## config.mk

```make
export PLATFORM = sky130hd
export DESIGN_NAME = debug_packet_deframer
export DESIGN_NICKNAME = d
export VERILOG_FILES = /design/src/sv/dpd_pkg.sv /design/src/sv/dpd_core.sv /design/src/sv/dpd_out_stage.sv /design/src/sv/debug_packet_deframer.sv
export SDC_FILE = /design/constraint.sdc
export NUM_CORES = 1
export LEC_CHECK = 0
export ABC_AREA = 0
export BUFFER_PORTS_ARGS = -buffer_cell sky130_fd_sc_hd__buf_4
export CORE_ASPECT_RATIO = 2
export CORE_MARGIN = 2
export CORE_UTILIZATION = 57
export DETAILED_ROUTE_END_ITERATION = 8
export MAX_ROUTING_LAYER = met4
export PLACE_DENSITY = 0.86
export SLEW_MARGIN = 20
export SYNTH_ARGS = -nofsm -noshare
export SYNTH_HDL_FRONTEND = slang
export SYNTH_SLANG_ARGS = --single-unit
export TNS_END_PERCENT = 100
```

## constraint.sdc

```tcl
create_clock -name clk -period 3.5 [get_ports clk]
set_clock_uncertainty 0.05 [all_clocks]
set_input_delay 0.7 -clock clk [delete_from_list [all_inputs] [get_ports clk]]
set_output_delay 0.7 -clock clk [all_outputs]
set_load 0.01 [all_outputs]
```

## src/sv/dpd_pkg.sv

```systemverilog
package dpd_pkg;

	localparam logic [7:0] SYM_START = 8'h24;
	localparam logic [7:0] SYM_END   = 8'h23;
	localparam logic [7:0] SYM_BREAK = 8'h03;

	typedef enum logic [1:0] {
		PH_HUNT = 2'd0,
		PH_DATA = 2'd1,
		PH_HI   = 2'd2,
		PH_LO   = 2'd3
	} phase_t;

	typedef enum logic [2:0] {
		EV_DATA    = 3'd0,
		EV_GOOD    = 3'd1,
		EV_BAD     = 3'd2,
		EV_BREAK   = 3'd3,
		EV_RESTART = 3'd4
	} ev_kind_t;

	// One result of a deframing step, handed from the core to the output stage.
	typedef struct packed {
		logic       has_result;
		ev_kind_t   kind;
		logic [7:0] data;
	} result_t;

	// Value of an ASCII hex digit; anything else counts as zero.
	function automatic logic [3:0] hex_value(input logic [7:0] c);
		logic [7:0] v;
		v = 8'd0;
		if (c >= 8'h30 && c <= 8'h39) begin
			v = c - 8'h30;
		end else if (c >= 8'h61 && c <= 8'h66) begin
			v = c - 8'h57;
		end else if (c >= 8'h41 && c <= 8'h46) begin
			v = c - 8'h37;
		end
		return v[3:0];
	endfunction

endpackage

```

## src/sv/dpd_core.sv

```systemverilog
module dpd_core (
	input  logic              clk,
	input  logic              arst_n,
	input  logic              step_en,
	input  logic [7:0]        rx_byte_s1,
	output dpd_pkg::result_t  res,
	output dpd_pkg::phase_t   phase
);
	import dpd_pkg::*;

	phase_t     phase_q;
	phase_t     phase_d;
	logic [7:0] sum_q;
	logic [7:0] sum_d;
	logic [3:0] hi_nibble_q;
	logic [3:0] hi_nibble_d;
	logic [3:0] digit;

	assign digit = hex_value(rx_byte_s1);
	assign phase = phase_q;

	// Next-state logic for the framing phase and the checksum registers.
	always_comb begin
		phase_d     = phase_q;
		sum_d       = sum_q;
		hi_nibble_d = hi_nibble_q;
		unique case (phase_q)
			PH_HUNT: begin
				if (rx_byte_s1 == SYM_START) begin
					phase_d = PH_DATA;
					sum_d   = 8'd0;
				end
			end
			PH_DATA: begin
				if (rx_byte_s1 == SYM_START) begin
					sum_d = 8'd0;
				end else if (rx_byte_s1 == SYM_END) begin
					phase_d = PH_HI;
				end else begin
					sum_d = sum_q + rx_byte_s1;
				end
			end
			PH_HI: begin
				hi_nibble_d = digit;
				phase_d     = PH_LO;
			end
			PH_LO: begin
				phase_d = PH_HUNT;
			end
			default: begin
				phase_d = PH_HUNT;
			end
		endcase
	end

	// Result decode for the byte in the input register.
	always_comb begin
		res = '{has_result: 1'b0, kind: EV_DATA, data: 8'd0};
		unique case (phase_q)
			PH_HUNT: begin
				if (rx_byte_s1 == SYM_BREAK) begin
					res.has_result = 1'b1;
					res.kind       = EV_BREAK;
				end
			end
			PH_DATA: begin
				if (rx_byte_s1 == SYM_START) begin
					res.has_result = 1'b1;
					res.kind       = EV_RESTART;
				end else if (rx_byte_s1 != SYM_END) begin
					res.has_result = 1'b1;
					res.kind       = EV_DATA;
					res.data       = rx_byte_s1;
				end
			end
			PH_HI: begin
				res.has_result = 1'b0;
			end
			PH_LO: begin
				res.has_result = 1'b1;
				res.kind       = ({hi_nibble_q, digit} == sum_q) ? EV_GOOD : EV_BAD;
			end
			default: begin
				res.has_result = 1'b0;
			end
		endcase
	end

	always_ff @(posedge clk or negedge arst_n) begin
		if (!arst_n) begin
			phase_q     <= PH_HUNT;
			sum_q       <= 8'd0;
			hi_nibble_q <= 4'd0;
		end else if (step_en) begin
			phase_q     <= phase_d;
			sum_q       <= sum_d;
			hi_nibble_q <= hi_nibble_d;
		end
	end

endmodule

```

## src/sv/dpd_out_stage.sv

```systemverilog
module dpd_out_stage (
	input  logic              clk,
	input  logic              arst_n,
	input  logic              step_en,
	input  dpd_pkg::result_t  res,
	output logic              space,
	output logic              out_valid,
	input  logic              out_ready,
	output logic [2:0]        event_kind,
	output logic [7:0]        payload_byte
);
	import dpd_pkg::*;

	logic       valid_q;
	ev_kind_t   kind_q;
	logic [7:0] data_q;

	// The register can take a new result when empty or being emptied this cycle.
	assign space        = !valid_q || out_ready;
	assign out_valid    = valid_q;
	assign event_kind   = kind_q;
	assign payload_byte = data_q;

	always_ff @(posedge clk or negedge arst_n) begin
		if (!arst_n) begin
			valid_q <= 1'b0;
		end else if (step_en && res.has_result) begin
			valid_q <= 1'b1;
		end else if (out_ready) begin
			valid_q <= 1'b0;
		end
	end

	always_ff @(posedge clk) begin
		if (step_en && res.has_result) begin
			kind_q <= res.kind;
			data_q <= res.data;
		end
	end

endmodule

```

## src/sv/debug_packet_deframer.sv

```systemverilog
// Debug-link packet deframer.
// The input channel (in_valid, in_ready, rx_byte) takes one received link byte
// per item. The block hunts for '$', forwards payload bytes with a running
// modulo-256 sum, and after '#' and two hex digits reports whether the packet
// checksum is good or bad. A 0x03 byte while hunting reports a break, and a
// '$' inside a payload reports a restart so that the partial payload is dropped.
// The output channel (out_valid, out_ready, event_kind, payload_byte) carries
// at most one result item for each input item; bytes that only move the
// framing along give none.
// A result passes from the input register through the framing logic into the
// result register, which drives the output channel.
// Throughput is one byte per cycle while the receiver does not stall; the
// framing update between the input and result registers is combinational.
// When the receiver stalls, the result register holds, the byte in the input
// register waits for it, and in_ready drops once both are occupied.
// Reset clears both valid flags and puts the deframer back into hunting with
// a zero checksum.
module debug_packet_deframer (
	input  logic       clk,
	input  logic       arst_n,
	input  logic       in_valid,
	output logic       in_ready,
	input  logic [7:0] rx_byte,
	output logic       out_valid,
	input  logic       out_ready,
	output logic [2:0] event_kind,
	output logic [7:0] payload_byte
);
	import dpd_pkg::*;

	logic       valid_s1;
	logic [7:0] rx_byte_s1;
	logic       out_space;
	logic       advance;
	result_t    res;
	phase_t     phase;

	// The byte in the input register is processed as soon as the result
	// register can take whatever it produces.
	assign advance  = valid_s1 && out_space;
	assign in_ready = !valid_s1 || advance;

	always_ff @(posedge clk or negedge arst_n) begin
		if (!arst_n) begin
			valid_s1 <= 1'b0;
		end else if (in_ready) begin
			valid_s1 <= in_valid;
		end
	end

	always_ff @(posedge clk) begin
		if (in_valid && in_ready) begin
			rx_byte_s1 <= rx_byte;
		end
	end

	dpd_core u_core (
		.clk        (clk),
		.arst_n     (arst_n),
		.step_en    (advance),
		.rx_byte_s1 (rx_byte_s1),
		.res        (res),
		.phase      (phase)
	);

	dpd_out_stage u_out (
		.clk          (clk),
		.arst_n       (arst_n),
		.step_en      (advance),
		.res          (res),
		.space        (out_space),
		.out_valid    (out_valid),
		.out_ready    (out_ready),
		.event_kind   (event_kind),
		.payload_byte (payload_byte)
	);

	// Only payload items carry a byte.
	a_payload_zero: assert property (@(posedge clk) disable iff (!arst_n)
		out_valid && (event_kind != EV_DATA) |-> payload_byte == 8'd0)
		else $error("payload byte set on a non-payload item");

	// A checksum verdict always sends the deframer back to hunting.
	a_verdict_hunt: assert property (@(posedge clk) disable iff (!arst_n)
		advance && res.has_result && (res.kind == EV_GOOD || res.kind == EV_BAD)
		|=> phase == PH_HUNT)
		else $error("checksum verdict without return to hunting");

	// A held byte in the input register stays put while the output is blocked.
	a_hold_s1: assert property (@(posedge clk) disable iff (!arst_n)
		valid_s1 && out_valid && !out_ready |=> valid_s1 && $stable(rx_byte_s1))
		else $error("input register changed during output stall");

	// Break is only reported from the hunting phase.
	a_break_hunt: assert property (@(posedge clk) disable iff (!arst_n)
		advance && res.has_result && res.kind == EV_BREAK |-> phase == PH_HUNT)
		else $error("break reported outside hunting");

endmodule
```

==> flow_summary.yaml <==
layout:
  final_common_cell: "buf_4"
  final_nets: 232
  antenna_cells: 0
  fin_util_pct: 68.2
  drive_gt1_share_pct: 18.0
  areaGrowthSynthToFinish_pct: 15.6
  num-fill-cells: 247
  layout.cells.non_filler: 237
  mostFrequentLayoutCells: "buf_4 (24), edfxtp_1 (19), dfrtp_1 (16), ha_1 (15), inv_1 (13)"
drt:
  vias_per_cell: 6.35
  ant_nets: 0
  vias: 1504
  wl_per_cell_um: 18.4
  drc: 0
  routed_wl_um: 4350
  detail_route.first_pass.iterations: 4
  first_iter_violations: 22
placement:
  numPortBuffers: 24
  place.gp.congestion: 0.889
  dp_hpwl_um: 3500
  post-place-cells: 229
pwr:
  p_comb_share_pct: 43.1
  p_switching_uw: 649
  p_int_uw: 1100
  p_leak_uw: 0.00101
  ir_worst_vdd_uv: 468
  clkPwrFrac_pct: 17.0
  powerDensity_nw_per_um2: 768
  power_uw: 1750
  power_frac_seq_pct: 39.9
  sw_frac_of_total_pct: 37.1
yosys:
  yosys.area.top_type_share_pct: 29.0
  synth_top_cell_by_area: "edfxtp_1"
  yosysSeqAreaShare_pct: 49.3
  synthArstFlopShare_pct: 45.7
  ys_top_cells_by_area: "edfxtp_1 (29%), dfrtp_1 (20%), ha_1 (9.5%), xnor2_1 (4.9%), a22o_1 (3.1%)"
  synth_area_um2: 1970
  syn_nets: 202
  ys_warn_count: 0
  ys_ff_latch: 35
  syn_area_per_cell_um2: 11.3
  yosys.cell_types.count: 45
  synthFlopType: "edfxtp_1"
  netlist_instances: 174
  synth_edf_count: 19
clocking:
  cts_resized: 0
  path_clk_slew_ns: 0.07
  cts_max_level: 2
  clock_sinks: 35
  cts_setup_buffers: 0
  cts_buffers: 5
  cts_hold_buf: 0
  cts-root-buf: "clkbuf_8"
  clk_latency_ns: 0.29
  cts_tree: "done"
  cts_buffer_depth: 2
sta:
  tightestPinTransition_ns: 0.716
  drv_slew: 0
  fin_crit_ns: 2.75
  relSlewSlack_pct: 52.2
  fin_crit_sh_pct: 78.7
  fmaxAchievable_mhz: 363
  timing.setup.tns_ns: 0
  timing.hold.ws_ns: 0.205
  setup_violations: 0
  hold_violations: 0
  rsz0062_at_grt: "no"
die:
  start_util_pct: 59.0
  fp.coreArea_um2: 3340
  die-area_um2: 3970
  die_w_um: 45.6
  rows: 30
  die_y_um: 87.2
  io_pins: 25
worst_setup_path:
  r2r_cells: 6
  arrival_ns: 2.74
  setup.worst_path.start_class: "flip-flop"
  rrSetupSlack_ns: 0.75
  cp_max_fo: 5
  worst-setup-path-type: "reg2reg"
  cp-end-kind: "flip-flop"
  required_ns: 3.49
grt:
  grt_pass1_wl_um: 6980
  grt_usage_pct: 25.7
  antenna_found_initial: 0
  grt_overflow: 0
  grt_pass1_vias: 1600
  grt_max_degree: 17
worst_hold_path:
  hold_class: "in2async"
run_status:
  status: "complete, no violations"
job:
  drv_cap: 0
## metrics by stage
step / setup slack (ns) / cell area [um^2]
floorplan: 1.03 / 1970
global placement: 0.923 / 2190
detailed placement: 0.786 / 2190
CTS: 0.769 / 2280
global route: 0.653 / 2280
finish: 0.747 / 2280
## power by group through the flow
stage                     Sequential, uW  Clock, uW  Combinational (uW)
after floorplan                      698          0                 519
after global placement               692          0                 713
after detailed placement             703          0                 758
after CTS                            696        296                 760
after global routing                 712        316                 835
final                                698        298                 755
## state kept, by name (all words and copies together), names as in the netlist
| name | cells |
|---|---|
| u_out.out_valid | 1 |
| u_core.phase | 2 |
| u_out.payload_byte | 8 |
| valid_s1 | 1 |
| u_out.event_kind | 3 |
| rx_byte_s1 | 8 |
| u_core.hi_nibble_q | 4 |
| u_core.sum_q | 8 |
## layer usage
layer	global-route usage [%]	wire length [um]	up-vias
li1	-	-	688
met1	21.2	1370	718
met2	44.0	2410	65
met3	6.22	225	33
met4	21.1	342	0
met5	-	0	-
## kinds of logic after synthesis
group | after synthesis | share of synthesized area (%)
simple gates | 52 | 15.2
compound gates | 40 | 14.5
flops | 35 | 49.3
fa+ha+maj | 16 | 10.5
xor+xnor | 14 | 6.22
buf+inv | 14 | 2.67
mux | 3 | 1.59
## cell type report
| cell class | instances | area, um^2 | area share [%] |
|---|---|---|---|
| clock buffer | 7 | 86.3 | 3.79 |
| clock inverter | 1 | 3.75 | 0.165 |
| inverter | 13 | 48.8 | 2.14 |
| multi-input combinational | 125 | 947 | 41.6 |
| sequential | 35 | 971 | 42.6 |
| tap | 32 | 40.0 | 1.76 |
| timing repair buffer | 24 | 180 | 7.91 |
## synth_stat cells (all sizes together) (2+ instances only)
library cell / n
a21boi: 3
a21oi: 10
a22o: 7
and2: 9
dfrtp: 16
edfxtp: 19
ha: 15
inv: 13
mux2i: 2
nand2: 10
nand2b: 3
nand3: 4
nand3b: 2
nand4: 2
nor2: 9
nor3: 3
o21ai: 9
o21bai: 2
xnor2: 11
xor2: 3
## critical path: stages (launching register included)
cell      delay (ns)
edfxtp_1        0.53
nor4bb_2        0.53
a21boi_1        0.29
mux2i_1         0.14
xnor2_1         0.15
or4_4           0.52
o31a_1          0.30
## final timing paths
check | start | end
max | rx_byte_s1[7]$_DFFE_PP_ | u_out.event_kind[1]$_DFFE_PP_
min | arst_n | u_core.phase[0]$_DFFE_PN0P_
max reg2reg | rx_byte_s1[7]$_DFFE_PP_ | u_out.event_kind[1]$_DFFE_PP_
min reg2reg | u_core.hi_nibble_q[2]$_DFFE_PN0P_ | u_core.hi_nibble_q[2]$_DFFE_PN0P_
max in group asynchronous | arst_n | u_core.sum_q[1]$_DFFE_PN0P_
min in group clk | u_core.hi_nibble_q[2]$_DFFE_PN0P_ | u_core.hi_nibble_q[2]$_DFFE_PN0P_
(Power assumes the default switching activity.)
